File: config.mk
export PLATFORM = sky130hd
export DESIGN_NAME = drive_enable_and_homing_sequencer
export DESIGN_NICKNAME = d
export VERILOG_FILES = /design/src/hdl/dehs_pkg.sv /design/src/hdl/drive_enable_and_homing_sequencer.sv /design/src/hdl/dehs_cfg_regs.sv /design/src/hdl/dehs_axis_state.sv
export SDC_FILE = /design/constraint.sdc
export NUM_CORES = 1
export LEC_CHECK = 0
export BUFFER_PORTS_ARGS = -buffer_cell sky130_fd_sc_hd__buf_2
export CORE_MARGIN = 10
export CORE_UTILIZATION = 40
export DETAILED_ROUTE_END_ITERATION = 8
export PLACE_DENSITY_LB_ADDON = 0.12
export SLEW_MARGIN = 0
export SYNTH_ARGS = -nofsm -noshare
export SYNTH_HDL_FRONTEND = slang
export SYNTH_SLANG_ARGS = --single-unit
File: constraint.sdc
create_clock -name clk_i -period 6.4 [get_ports clk_i]
set_clock_uncertainty 0.2 [all_clocks]
set_input_delay 1.28 -clock clk_i [delete_from_list [all_inputs] [get_ports clk_i]]
set_output_delay 1.28 -clock clk_i [all_outputs]
set_load 0.02 [all_outputs]
File: src/hdl/dehs_pkg.sv
// Package for the drive enable and homing sequencer.
// Holds the opcode codes, drive control word constants and the item and result types.
// Used by every module of the block.
package dehs_pkg;

  typedef enum logic [2:0] {
    OP_POLL    = 3'd0,
    OP_MOVE    = 3'd1,
    OP_STOP    = 3'd2,
    OP_CONNECT = 3'd3,
    OP_QUERY   = 3'd4
  } opcode_e;

  localparam logic [2:0] RegHomingMask = 3'd0;
  localparam logic [3:0] HomingMaskRst = 4'h3;

  localparam logic [15:0] CwShutdown   = 16'h0006;
  localparam logic [15:0] CwSwitchOn   = 16'h0007;
  localparam logic [15:0] CwEnableOp   = 16'h000F;
  localparam logic [15:0] CwQuickStop  = 16'h000B;
  localparam logic [15:0] CwFaultReset = 16'h0086;
  localparam logic [15:0] CwRunIdle    = 16'h002F;
  localparam logic [15:0] CwSetpoint   = 16'h003F;

  localparam logic [15:0] SwOpEnMask    = 16'h0067;
  localparam logic [15:0] SwOpEnValue   = 16'h0027;
  localparam logic [15:0] SwHomeMask    = 16'h3400;
  localparam logic [15:0] SwHomeDone    = 16'h1400;
  localparam logic [15:0] SwHomeError   = 16'h2000;
  localparam logic [15:0] SwReadyMask   = 16'h006F;
  localparam logic [15:0] SwReadyValue  = 16'h0021;

  typedef struct packed {
    logic [2:0]         opcode;
    logic [1:0]         axis;
    logic [15:0]        status_word;
    logic signed [31:0] target_position;
  } item_t;

  typedef struct packed {
    logic [1:0]         axis_out;
    logic [15:0]        control_word;
    logic               operation_enabled;
    logic               target_reached;
    logic               homing_pending;
    logic               homing_finished;
    logic               position_write;
    logic signed [31:0] target_out;
  } result_t;

  typedef struct packed {
    logic       load;
    logic [3:0] mask;
  } cfg_load_t;

endpackage

File: src/hdl/drive_enable_and_homing_sequencer.sv
// Top level of the drive enable and homing sequencer: input register, result register
// and configuration port around the per-axis state. Depends on dehs_pkg,
// dehs_cfg_regs and dehs_axis_state.
//
// Each transaction carries an opcode for one axis and yields exactly one result, through
// the input and then the result register. A new transaction is taken every cycle while
// the output is not stalled: the input register feeds update logic that writes the axis
// state and the result register at the same edge, so the next transaction already sees
// the updated state. Writing homing_mask reloads the homing flags of all axes and
// restarts their homing steps; write it only while no transaction is in flight.
module drive_enable_and_homing_sequencer import dehs_pkg::*; #(
  parameter int AXES = 4
) (
  input  logic               clk_i,
  input  logic               rst_ni,
  input  logic               in_valid_i,
  output logic               in_ready_o,
  input  logic [2:0]         opcode_i,
  input  logic [1:0]         axis_i,
  input  logic [15:0]        status_word_i,
  input  logic signed [31:0] target_position_i,
  output logic               out_valid_o,
  input  logic               out_ready_i,
  output logic [1:0]         axis_out_o,
  output logic [15:0]        control_word_o,
  output logic               operation_enabled_o,
  output logic               target_reached_o,
  output logic               homing_pending_o,
  output logic               homing_finished_o,
  output logic               position_write_o,
  output logic signed [31:0] target_out_o,
  input  logic               psel,
  input  logic               penable,
  input  logic               pwrite,
  input  logic [2:0]         paddr,
  input  logic [31:0]        pwdata,
  output logic [31:0]        prdata,
  output logic               pready
);

  logic      in_valid_q;
  item_t     item_q;
  logic      out_valid_q;
  result_t   result_q;
  result_t   result_d;
  logic      advance;
  cfg_load_t cfg_load;

  assign advance    = in_valid_q && (!out_valid_q || out_ready_i);
  assign in_ready_o = !in_valid_q || advance;
  assign pready     = 1'b1;

  dehs_cfg_regs u_cfg (
    .clk_i   (clk_i),
    .rst_ni  (rst_ni),
    .psel    (psel),
    .penable (penable),
    .pwrite  (pwrite),
    .paddr   (paddr),
    .pwdata  (pwdata),
    .prdata  (prdata),
    .cfg_o   (cfg_load)
  );

  dehs_axis_state #(
    .AXES (AXES)
  ) u_state (
    .clk_i    (clk_i),
    .rst_ni   (rst_ni),
    .fire_i   (advance),
    .item_i   (item_q),
    .cfg_i    (cfg_load),
    .result_o (result_d)
  );

  always_ff @(posedge clk_i or negedge rst_ni) begin
    if (!rst_ni) begin
      in_valid_q  <= 1'b0;
      out_valid_q <= 1'b0;
    end else begin
      if (in_ready_o) begin
        in_valid_q <= in_valid_i;
      end
      if (advance) begin
        out_valid_q <= 1'b1;
      end else if (out_ready_i) begin
        out_valid_q <= 1'b0;
      end
    end
  end

  always_ff @(posedge clk_i) begin
    if (in_valid_i && in_ready_o) begin
      item_q.opcode          <= opcode_i;
      item_q.axis            <= axis_i;
      item_q.status_word     <= status_word_i;
      item_q.target_position <= target_position_i;
    end
    if (advance) begin
      result_q <= result_d;
    end
  end

  assign out_valid_o         = out_valid_q;
  assign axis_out_o          = result_q.axis_out;
  assign control_word_o      = result_q.control_word;
  assign operation_enabled_o = result_q.operation_enabled;
  assign target_reached_o    = result_q.target_reached;
  assign homing_pending_o    = result_q.homing_pending;
  assign homing_finished_o   = result_q.homing_finished;
  assign position_write_o    = result_q.position_write;
  assign target_out_o        = result_q.target_out;

endmodule

File: src/hdl/dehs_cfg_regs.sv
// Configuration register file of the sequencer, reached over an APB-style port.
// Holds the homing mask and signals a reload of the homing state on each write to it.
// Depends on dehs_pkg.
module dehs_cfg_regs import dehs_pkg::*; (
  input  logic        clk_i,
  input  logic        rst_ni,
  input  logic        psel,
  input  logic        penable,
  input  logic        pwrite,
  input  logic [2:0]  paddr,
  input  logic [31:0] pwdata,
  output logic [31:0] prdata,
  output cfg_load_t   cfg_o
);

  logic [3:0] mask_q;
  logic       wr_en;

  assign wr_en = psel && penable && pwrite && (paddr[2] == RegHomingMask[2]);

  always_ff @(posedge clk_i or negedge rst_ni) begin
    if (!rst_ni) begin
      mask_q <= HomingMaskRst;
    end else if (wr_en) begin
      mask_q <= pwdata[3:0];
    end
  end

  assign prdata    = (paddr[2] == RegHomingMask[2]) ? {28'd0, mask_q} : 32'd0;
  assign cfg_o.load = wr_en;
  assign cfg_o.mask = pwdata[3:0];

endmodule

File: src/hdl/dehs_axis_state.sv
// Per-axis state of the sequencer and the combinational update for one transaction.
// Produces the result of the transaction from the state it leaves behind.
// Depends on dehs_pkg.
module dehs_axis_state import dehs_pkg::*; #(
  parameter int AXES = 4
) (
  input  logic      clk_i,
  input  logic      rst_ni,
  input  logic      fire_i,
  input  item_t     item_i,
  input  cfg_load_t cfg_i,
  output result_t   result_o
);

  localparam int IdxW = (AXES > 1) ? $clog2(AXES) : 1;

  typedef enum logic [1:0] {
    PH_ENABLE = 2'd0,
    PH_HOMING = 2'd1,
    PH_SETTLE = 2'd2
  } phase_e;

  logic [15:0] control_q [AXES];
  logic [15:0] status_q  [AXES];
  phase_e      phase_q   [AXES];
  logic [AXES-1:0] needs_q;
  logic [AXES-1:0] pend_q;
  logic [AXES-1:0] conn_q;

  logic [IdxW-1:0] idx;
  logic            in_range;
  logic [15:0]     ctl_d;
  logic [15:0]     sts_d;
  phase_e          ph_d;
  logic            needs_d;
  logic            pend_d;
  logic            conn_d;
  logic            finished;
  logic            op_en;
  logic            pos_wr;

  function automatic logic [15:0] enable_rules(logic [15:0] cw, logic [15:0] s);
    logic [15:0] r;
    r = cw;
    if (s[6]) begin
      r = CwShutdown;
    end else if (s[5]) begin
      r = s[1] ? CwEnableOp : CwSwitchOn;
    end
    return r;
  endfunction

  assign idx      = IdxW'(item_i.axis);
  assign in_range = (32'(item_i.axis) < AXES);

  always_comb begin
    ctl_d    = control_q[idx];
    sts_d    = status_q[idx];
    ph_d     = phase_q[idx];
    needs_d  = needs_q[idx];
    pend_d   = pend_q[idx];
    conn_d   = conn_q[idx];
    finished = 1'b0;
    pos_wr   = 1'b0;
    op_en    = ((item_i.status_word & SwOpEnMask) == SwOpEnValue);
    unique case (item_i.opcode)
      OP_POLL: begin
        sts_d = item_i.status_word;
        if (conn_d) begin
          if (needs_d) begin
            unique case (ph_d)
              PH_ENABLE: begin
                ctl_d = enable_rules(ctl_d, item_i.status_word);
                if (op_en) begin
                  ctl_d = CwSetpoint;
                  ph_d  = PH_HOMING;
                end
              end
              PH_HOMING: begin
                if ((item_i.status_word & SwHomeMask) == SwHomeDone) begin
                  ctl_d = CwShutdown;
                  ph_d  = PH_SETTLE;
                end else if ((item_i.status_word & SwHomeMask) == SwHomeError) begin
                  ctl_d = CwShutdown;
                  ph_d  = PH_ENABLE;
                end
              end
              PH_SETTLE: begin
                if ((item_i.status_word & SwReadyMask) == SwReadyValue) begin
                  needs_d  = 1'b0;
                  ph_d     = PH_ENABLE;
                  finished = 1'b1;
                end
              end
              default: begin
              end
            endcase
          end else begin
            ctl_d = enable_rules(ctl_d, item_i.status_word);
            if (op_en) begin
              if (pend_d) begin
                ctl_d  = CwSetpoint;
                pend_d = 1'b0;
              end else begin
                ctl_d = CwRunIdle;
              end
            end
          end
        end
      end
      OP_MOVE: begin
        ctl_d  = CwSetpoint;
        pend_d = 1'b1;
        pos_wr = 1'b1;
      end
      OP_STOP: begin
        ctl_d = CwQuickStop;
      end
      OP_CONNECT: begin
        conn_d = 1'b1;
        ctl_d  = CwFaultReset;
      end
      default: begin
      end
    endcase
  end

  always_comb begin
    result_o          = '0;
    result_o.axis_out = item_i.axis;
    if (in_range) begin
      result_o.control_word      = ctl_d;
      result_o.operation_enabled = ((sts_d & SwOpEnMask) == SwOpEnValue);
      result_o.target_reached    = sts_d[10];
      result_o.homing_pending    = needs_d;
      result_o.homing_finished   = finished;
      result_o.position_write    = pos_wr;
      result_o.target_out        = pos_wr ? item_i.target_position : 32'sd0;
    end
  end

  always_ff @(posedge clk_i or negedge rst_ni) begin
    if (!rst_ni) begin
      for (int a = 0; a < AXES; a++) begin
        control_q[a] <= '0;
        status_q[a]  <= '0;
        phase_q[a]   <= PH_ENABLE;
        needs_q[a]   <= (a < 4) ? HomingMaskRst[a % 4] : 1'b0;
        pend_q[a]    <= 1'b0;
        conn_q[a]    <= 1'b0;
      end
    end else if (cfg_i.load) begin
      for (int a = 0; a < AXES; a++) begin
        phase_q[a] <= PH_ENABLE;
        needs_q[a] <= (a < 4) ? cfg_i.mask[a % 4] : 1'b0;
      end
    end else if (fire_i && in_range) begin
      control_q[idx] <= ctl_d;
      status_q[idx]  <= sts_d;
      phase_q[idx]   <= ph_d;
      needs_q[idx]   <= needs_d;
      pend_q[idx]    <= pend_d;
      conn_q[idx]    <= conn_d;
    end
  end

endmodule

==> results of run 1 <==
## flip-flops by register name (all words and copies together), names as in the netlist
signal               flops
axis_out_o               2
control_word_o          16
homing_finished_o        1
homing_pending_o         1
in_valid_q               1
item_q                  46
operation_enabled_o      1
out_valid_o              1
position_write_o         1
target_out_o            32
target_reached_o         1
u_cfg.mask_q             4
u_state.conn_q           4
u_state.control_q       64
u_state.needs_q          4
u_state.pend_q           4
u_state.phase_q          8
u_state.status_q        24
## power breakdown
part / switching (W) / internal (W)
logic: 0.000428 / 0.000288
clock network: 0.000533 / 0.000802
registers: 0.000114 / 0.00171
total: 0.00108 / 0.00279
## per-layer routing
metal	GRT usage	wire length, um	vias to the layer above
li1	-	-	2677
met1	0.191	10100	2965
met2	0.233	10500	203
met3	0.0281	1270	30
met4	0.0381	409	0
met5	0	0	-
## worst max-delay path: cells and delay by family (launching register included)
kind | cells | cell delay, ns
AO/OA/AOI/OAI | 2 | 1.10
buffers and inverters | 1 | 0.56
AND/OR/NAND/NOR | 1 | 0.47
flip-flops | 1 | 0.32
multiplexers | 2 | 0.83
## metrics by stage
stage          total power [W]  cell area, um^2   util
6_report               0.00387            11000  0.470
5_1_grt                0.00407            11000  0.470
4_1_cts                0.00391            11000  0.470
3_5_place_dp           0.00256            10200  0.437
3_3_place_gp           0.00253            10200  0.437
2_1_floorplan          0.00235             9500      -
## kinds of logic after synthesis
group           count (synthesis)
simple gates                  186
other cells                     2
buf+inv                        71
compound gates                118
xor+xnor                        1
flops                         215
mux                            85
## how the worst min path moves through the flow
stage | cells past startpoint | slack [ns] | from | endpoint
4_1_cts | 2 | 0.26 | u_cfg.mask_q[0]$_DFFE_PN1P_ | u_cfg.mask_q[0]$_DFFE_PN1P_
5_1_grt | 2 | 0.28 | u_cfg.mask_q[0]$_DFFE_PN1P_ | u_cfg.mask_q[0]$_DFFE_PN1P_
3_3_place_gp | 2 | 0.25 | u_cfg.mask_q[1]$_DFFE_PN1P_ | u_cfg.mask_q[1]$_DFFE_PN1P_
2_1_floorplan | 0 | 0.22 | item_q[49]$_DFFE_PP_ | axis_out_o[1]$_DFFE_PP_
6_report | 2 | 0.26 | u_cfg.mask_q[0]$_DFFE_PN1P_ | u_cfg.mask_q[0]$_DFFE_PN1P_
3_5_place_dp | 2 | 0.25 | u_cfg.mask_q[0]$_DFFE_PN1P_ | u_cfg.mask_q[0]$_DFFE_PN1P_
## layout by cell type, fill, tap and decap left out, types with 5 or more instances in the layout
cell / Yosys / routed
a21boi_4: 9 / 9
a21oi_1: 41 / 41
dfrtp_1: 110 / 110
buf_2: 12 / 117
nor4_1: 5 / 5
o211ai_1: 6 / 6
nand2_1: 38 / 38
mux2_4: 12 / 12
o21ai_0: 37 / 37
clkinv_2: 0 / 6
nand2b_1: 6 / 6
mux2i_1: 10 / 10
nor2b_1: 6 / 6
mux4_2: 27 / 27
edfxtp_1: 101 / 101
clkbuf_16: 0 / 25
mux2_2: 36 / 36
nand3_1: 12 / 12
inv_1: 5 / 5
nand3b_1: 7 / 7
buf_4: 32 / 12
nor2_1: 51 / 47
conb_1: 2 / 29
and3_1: 35 / 35
clkbuf_1: 20 / 8
nor3_1: 6 / 6
## cell type report
class,instances,share of cell area
Tap cell,319,0.0364
Multi-Input combinational cell,419,0.293
Sequential cell,215,0.537
Clock inverter,7,0.00547
Inverter,5,0.00171
Timing Repair Buffer,129,0.0616
Clock buffer,37,0.0648
==> flow_summary.ini, run 1 <==
[routing]
drtAntennaViolNets = 0
dr.pass1.iters = 5
vias_per_cell = 5.19
drtIter0Drc = 371
drcViolationCount = 0
wire_per_inst_um = 19.7
drt-total-wl_mm = 22.3
num_vias = 5875

[power]
ir_drop_mv = 0.174
p_per_area_mw_per_mm2 = 353
p_leak_nw = 4.64

[job]
max-cap-violations = 0

[timing]
fin_crit_sh = 0.561
hold_viol_final = 0
max_freq_mhz = 279
tightest_slew_ns = 1.10
setup_viol = 0
post-route-min-period_ns = 3.59
drv_slew = 0
finalSetupTns_ns = 0
slew_headroom = 0.267
rsz0062_at_grt = false
layout_setup_ws_ns = 2.81
finalHoldWorstSlack_ns = 0.261

[logic_synthesis]
muxShareOfSynthArea = 0.138
synth_largest_area_cell = edfxtp_1
seq_area_frac_synth = 0.627
yosys.area_share.simple = 0.102
ys_ff_latch = 215
synth_top_area_share = 0.323
synth_flop_cell = dfrtp_1
ys_top_cells_by_count = dfrtp_1, edfxtp_1, nor2_1, a21oi_1, nand2_1
netlist_area_mm2 = 0.00940
synthAdderAreaFrac = 0
synthDistinctLibCells = 58
netlist_instances = 678
synth_most_common_cell = dfrtp_1
synth_edf_count = 101
synth_area_per_cell_um2 = 13.9
synth_compound_area_frac = 0.0885
yosys_warnings = 0
synthXorXnorAreaFrac = 0.000932
synth-async-reset-ratio = 0.530
synthTopCellsByArea = edfxtp_1, dfrtp_1, mux4_2
synth_top_family_by_area = multiplexers

[global_routing]
grt_use_total = 0.143
grt_pass1_vias = 6145
grt_max_degree = 71
overflow = 0
grt_pass1_wl_mm = 35.2
antenna_found_initial = 0

[clocking]
path_clk_slew_ns = 0.06
htreeDepth = 1
max-clock-path-buffers = 3
postCtsSetupBuffers = 0
tritoncts = done
cts-root-buf = clkbuf_16
numCtsBuffers = 24
clock_sinks = 215
clock_latency_ns = 0.51
cts-resized-gates = 0
hold_buffers = 0

[critical_path]
crit_start = item_q[48]$_DFFE_PP_
ff2ff_setup_slack_ns = 2.81
cp_slowest_cell = o21a_1
crit_path_end = u_state.control_q[0]$_DFFE_PN0P_
rr_startpoint = item_q[48]$_DFFE_PP_
path_cells = buf_4, mux4_2, o21a_1, o21bai_1, nor3_1, mux2_2
start_kind = flop
slowest_delay_ns = 0.90
rr_endpoint = u_state.control_q[0]$_DFFE_PN0P_
critPathRequiredTime_ns = 6.65
crit_fanout = 36
crit_arrival_ns = 3.84
path_class = reg -> reg
ff2ff_path_depth = 6
endpoint_kind = flop

[placement]
dpl.cell_count = 1087
place_congestion = 0.848
post-dp-hpwl_mm = 14.3
dp_slack_ns = 2.64
io_buffers = 118

[die]
die_w_um = 173
coreArea_mm2 = 0.0233
io_pins = 185
fp.dieH_um = 173
start_util = 0.403
rows = 56
dieArea_mm2 = 0.0300

[layout]
fin_nets = 889
area_growth_pct = 16.7
fin_cells = 1131
multi_input_area_mm2 = 0.00322
ff_latch_area_mm2 = 0.00589
fill_cells = 2078
n_antenna_cell = 0
drive_above_1_share = 0.335

[run_status]
status = completed

[min_path]
hold_class = reg -> reg
No activity file was read; power rests on OpenSTA's default activity.
==> inputs of run 2 (changes only) <==
- clock period: 6.4 -> 3.75 ns (I/O delays scaled with it)
==> run 2 against run 1 <==
Against the previous run:
- first-iteration DRC count increased by 19%
- cell count increased by 0.80%
- core utilization increased by 0.72 points
- non-clock buffer count increased by 9
- sequential power increased by 71%
- clock power increased by 83%
==> flow_summary.ini, run 2 (synthesis gave the netlist of run 1 again) <==
[timing]
drv_slew = 0
hold_viol_final = 0
rsz0062_at_grt = false
slew_headroom = 0.326
fin_crit_sh = 0.841
tightest_slew_ns = 0.996
finalHoldWorstSlack_ns = 0.0783
finalSetupTns_ns = 0
post-route-min-period_ns = 3.15
max_freq_mhz = 317
setup_viol = 0

[placement]
place_congestion = 0.828
post-dp-hpwl_mm = 15.0
io_buffers = 118

[power]
ir_drop_mv = 0.232
p_per_area_mw_per_mm2 = 610
p_leak_nw = 4.73

[routing]
drtIter0Drc = 440
dr.pass1.iters = 5
drt-total-wl_mm = 22.6
drtAntennaViolNets = 0
wire_per_inst_um = 19.8
vias_per_cell = 5.14
drcViolationCount = 0
num_vias = 5855

[layout]
top_register = u_state.control_q
mostFrequentLayoutCell = buf_2
final_cell_mix = buf_2, dfrtp_1, edfxtp_1, nor2_1, a21oi_1
n_antenna_cell = 0
area_growth_pct = 18.5
drive_above_1_share = 0.346
fin_nets = 898
fill_cells = 2081
largest_reg_flops = 64

[global_routing]
overflow = 0
antenna_found_initial = 0
grt_max_degree = 54
grt_pass1_vias = 6100
grt_use_total = 0.146
grt_pass1_wl_mm = 35.6

[critical_path]
endpoint_kind = flop
path_class = reg -> reg
crit_fanout = 15
start_kind = flop
crit_arrival_ns = 3.18
critPathRequiredTime_ns = 3.77

[job]
max-cap-violations = 0

[die]
rows = 56
dieArea_mm2 = 0.0300
start_util = 0.403
fp.dieH_um = 173
coreArea_mm2 = 0.0233
die_w_um = 173
io_pins = 185

[clocking]
cts-resized-gates = 0
hold_buffers = 0
numCtsBuffers = 24
tritoncts = done
clock_sinks = 215
htreeDepth = 1
cts-root-buf = clkbuf_16
postCtsSetupBuffers = 0
clock_latency_ns = 0.51
max-clock-path-buffers = 3
path_clk_slew_ns = 0.06

[min_path]
hold_class = in -> async

[run_status]
status = completed
run 2: cell type report:
| class | instances | area [um^2] | area share |
|---|---|---|---|
| multi-input combinational | 419 | 3210 | 0.288 |
| timing repair buffer | 138 | 781 | 0.0701 |
| clock buffer | 29 | 686 | 0.0616 |
| tap | 319 | 399 | 0.0358 |
| clock inverter | 15 | 151 | 0.0136 |
| inverter | 5 | 18.8 | 0.00168 |
| sequential | 215 | 5890 | 0.529 |
run 2: report_power, final:
part           internal [W]  switching (W)
sequential          0.00291       0.000200
combinational      0.000504       0.000734
clock               0.00150       0.000941
total               0.00492        0.00188
run 2: worst paths after layout:
check                                            startpoint                           endpoint  slack [ns]  cells past startpoint
worst max-delay path                   item_q[49]$_DFFE_PP_        control_word_o[4]$_DFFE_PP_        0.60                      5
worst min-delay path                                 rst_ni  u_state.control_q[24]$_DFFE_PN0P_        0.08                      1
worst max register to register         item_q[49]$_DFFE_PP_        control_word_o[4]$_DFFE_PP_        0.60                      5
worst min register to register  u_cfg.mask_q[0]$_DFFE_PN1P_        u_cfg.mask_q[0]$_DFFE_PN1P_        0.26                      2
max in group asynchronous                            rst_ni        u_cfg.mask_q[1]$_DFFE_PN1P_        2.43                      2
min in group clk_i                         status_word_i[3]               item_q[35]$_DFFE_PP_        0.21                      1
run 2: critical path, cell delays in order, from the launching register on:
cell and delay (ns):
edfxtp_1 0.85, buf_4 0.36, mux4_2 0.38, o41ai_1 0.71, o21bai_1 0.22, a31oi_1 0.12
run 2: through the flow:
stage | instance area (um^2) | utilization | total power [W] | setup slack [ns] | instances
3_5_place_dp | 10300 | 0.442 | 0.00440 | 0.669 | 1096
4_1_cts | 11100 | 0.477 | 0.00686 | 0.641 | 1140
6_report | 11100 | 0.477 | 0.00679 | 0.597 | 1140
3_3_place_gp | 10300 | 0.442 | 0.00433 | 0.657 | 1096
5_1_grt | 11100 | 0.477 | 0.00712 | 0.479 | 1140
2_1_floorplan | 9500 | - | 0.00401 | 0.507 | 705
run 2: per-layer routing:
metal / vias to the layer above / GRT usage / wire [um]
met4: 0 / 0.0377 / 348
met3: 28 / 0.0370 / 1630
met5: - / 0 / 0
li1: 2699 / - / -
met2: 206 / 0.238 / 10800
met1: 2922 / 0.189 / 9780
==> inputs of run 3 (changes only) <==
- clock period: 3.75 -> 2.7 ns (I/O delays scaled with it)
==> run 3 against run 2 <==
Against the previous run:
- global-route usage grew 0.50 points
- fmax grew 18%
- count of clock-buffer cells in the layout grew 11
- power grew 38%
- critical endpoint is now control_word_o[7]$_DFFE_PP_
- clock power grew 27%
- largest cell class unchanged
- combinational power grew 57%
- largest power group unchanged
- setup slack lost 0.58 ns
- cell area grew 6.0%
==> flow_summary.ini, run 3 (synthesis gave the netlist of run 1 again) <==
[die]
start_util = 0.403
die_w_um = 173
fp.dieH_um = 173
coreArea_mm2 = 0.0233
rows = 56
io_pins = 185
dieArea_mm2 = 0.0300

[layout]
fin_cells = 1216
final_cell_mix = buf_2, dfrtp_1, edfxtp_1, buf_4, nor2_1
mostFrequentLayoutCell = buf_2
drive_above_1_share = 0.350
fin_nets = 974
utilization = 0.506
n_antenna_cell = 0
fill_cells = 2021
largest_reg_flops = 64
top_register = u_state.control_q
area_growth_pct = 25.6
final_area_mm2 = 0.0118

[critical_path]
worst-path-buf-inv = 4
ff2ff_setup_slack_ns = 0.02
path_cells = buf_4, mux4_2, a21oi_4, buf_4, a221oi_1, nor3_1, buf_4, inv_1
rr_startpoint = item_q[48]$_DFFE_PP_
start_kind = flop
crit_start = item_q[48]$_DFFE_PP_
crit_top_cell = buf_4
endpoint_kind = flop
path_class = reg -> reg
crit_arrival_ns = 2.74
cp_slowest_cell = mux4_2
crit_fanout = 7
critPathRequiredTime_ns = 2.76
rr_endpoint = control_word_o[7]$_DFFE_PP_
crit_path_end = control_word_o[7]$_DFFE_PP_
ff2ff_path_depth = 8
slowest_delay_ns = 0.61
critical_path_depth = 8
critPathTopFamily = multiplexers

[run_status]
status = completed

[timing]
slew_headroom = 0.563
layout_setup_ws_ns = 0.0212
fin_crit_sh = 0.992
rsz0062_at_grt = true
finalSetupTns_ns = 0
tightest_slew_ns = 0.650
drv_slew = 0
max_freq_mhz = 373
post-route-min-period_ns = 2.68
setup_viol = 0
hold_viol_final = 0

[clocking]
clock_latency_ns = 0.51
path_clk_slew_ns = 0.06
htreeDepth = 1
max-clock-path-buffers = 3
clock_sinks = 215
numCtsBuffers = 24
cts-root-buf = clkbuf_16
tritoncts = done

[placement]
dpl.cell_count = 1127
io_buffers = 118
dp_slack_ns = -0.120
placed_area_mm2 = 0.0106
post-dp-hpwl_mm = 15.6
place_congestion = 0.818

[power]
p_leak_nw = 5.04
power_frac_seq = 0.461
p_int_w = 0.00680
p_sw_w = 0.00259
switching_share = 0.276
power_frac_clock = 0.332
combPwrFrac = 0.208
ir_drop_mv = 0.387
p_per_area_mw_per_mm2 = 795

[routing]
drcViolationCount = 0
wire_per_inst_um = 19.1
drtIter0Drc = 505
vias_per_cell = 5.15
drt-total-wl_mm = 23.2
drtAntennaViolNets = 0
num_vias = 6262
dr.pass1.iters = 5

[job]
max-cap-violations = 0

[min_path]
holdPathStages = 1
hold_class = in -> reg

[global_routing]
grt_max_degree = 47
overflow = 0
grt_use_total = 0.151
grt_pass1_vias = 6504
grt_pass1_wl_mm = 36.7
antenna_found_initial = 0
==> run 3: cell count changes in the layout (fill, tap and decap cells not counted), moves of 2 or more <==
cell and change:
buf_12 +4, buf_6 +3, clkinv_2 -6, buf_4 +31, clkbuf_1 +12, dlygate4sd3_1 +38
clkinv_1 -2, bufinv_16 -2
==> run 3: per-stage QoR <==
step,hold slack (ns),power (W)
2_1_floorplan,0.0444,0.00557
3_3_place_gp,0.247,0.00612
3_5_place_dp,0.251,0.00622
4_1_cts,0.000391,0.00945
5_1_grt,0.000385,0.00989
6_report,0.0187,0.00939
==> run 3: cell type report <==
type                            count  area [um^2]  area share
Multi-Input combinational cell    419         3230       0.274
Sequential cell                   215         5890       0.499
Clock buffer                       40          712      0.0603
Timing Repair Buffer              214         1510       0.128
Clock inverter                      4         46.3     0.00392
Tap cell                          319          399      0.0338
Inverter                            5         18.8     0.00159
==> run 3: worst register-to-register path, cell delays in order (launching register included) <==
cell      delay, ns
edfxtp_1       0.45
buf_4          0.18
mux4_2         0.61
a21oi_4        0.21
buf_4          0.16
a221oi_1       0.07
nor3_1         0.30
buf_4          0.21
inv_1          0.06
==> run 3: power groups by stage <==
stage          registers [W]  clock network, W  logic [W]
2_1_floorplan        0.00437                 0    0.00119
5_1_grt              0.00439           0.00336    0.00214
6_report             0.00432           0.00312    0.00195
4_1_cts              0.00432           0.00321    0.00192
3_5_place_dp         0.00438                 0    0.00184
3_3_place_gp         0.00433                 0    0.00179
==> run 3: worst min path at each step <==
stage | startpoint | to | slack (ns)
2_1_floorplan | rst_ni | in_valid_q$_DFFE_PN0N_ | 0.04
3_3_place_gp | u_cfg.mask_q[1]$_DFFE_PN1P_ | u_cfg.mask_q[1]$_DFFE_PN1P_ | 0.25
3_5_place_dp | u_cfg.mask_q[0]$_DFFE_PN1P_ | u_cfg.mask_q[0]$_DFFE_PN1P_ | 0.25
4_1_cts | target_position_i[25] | item_q[25]$_DFFE_PP_ | 0.0004
5_1_grt | target_position_i[8] | item_q[8]$_DFFE_PP_ | 0.0004
6_report | target_position_i[20] | item_q[20]$_DFFE_PP_ | 0.02
==> run 3: layer usage <==
layer | GRT usage | wire [um] | up-vias
met5 | 0 | 0 | -
met4 | 0.0420 | 435 | 0
met3 | 0.0316 | 1440 | 36
met2 | 0.250 | 11100 | 198
met1 | 0.196 | 10200 | 3169
li1 | - | - | 2859
==> run 3: repair_timing <==
item,in CTS,in global routing
pin swaps,0,7
gates cloned,0,0
buffers inserted,3,4
hold buffers,31,7
endpoints found under the setup margin,20,66
resized for setup,0,6
endpoints found under the hold margin,67,7
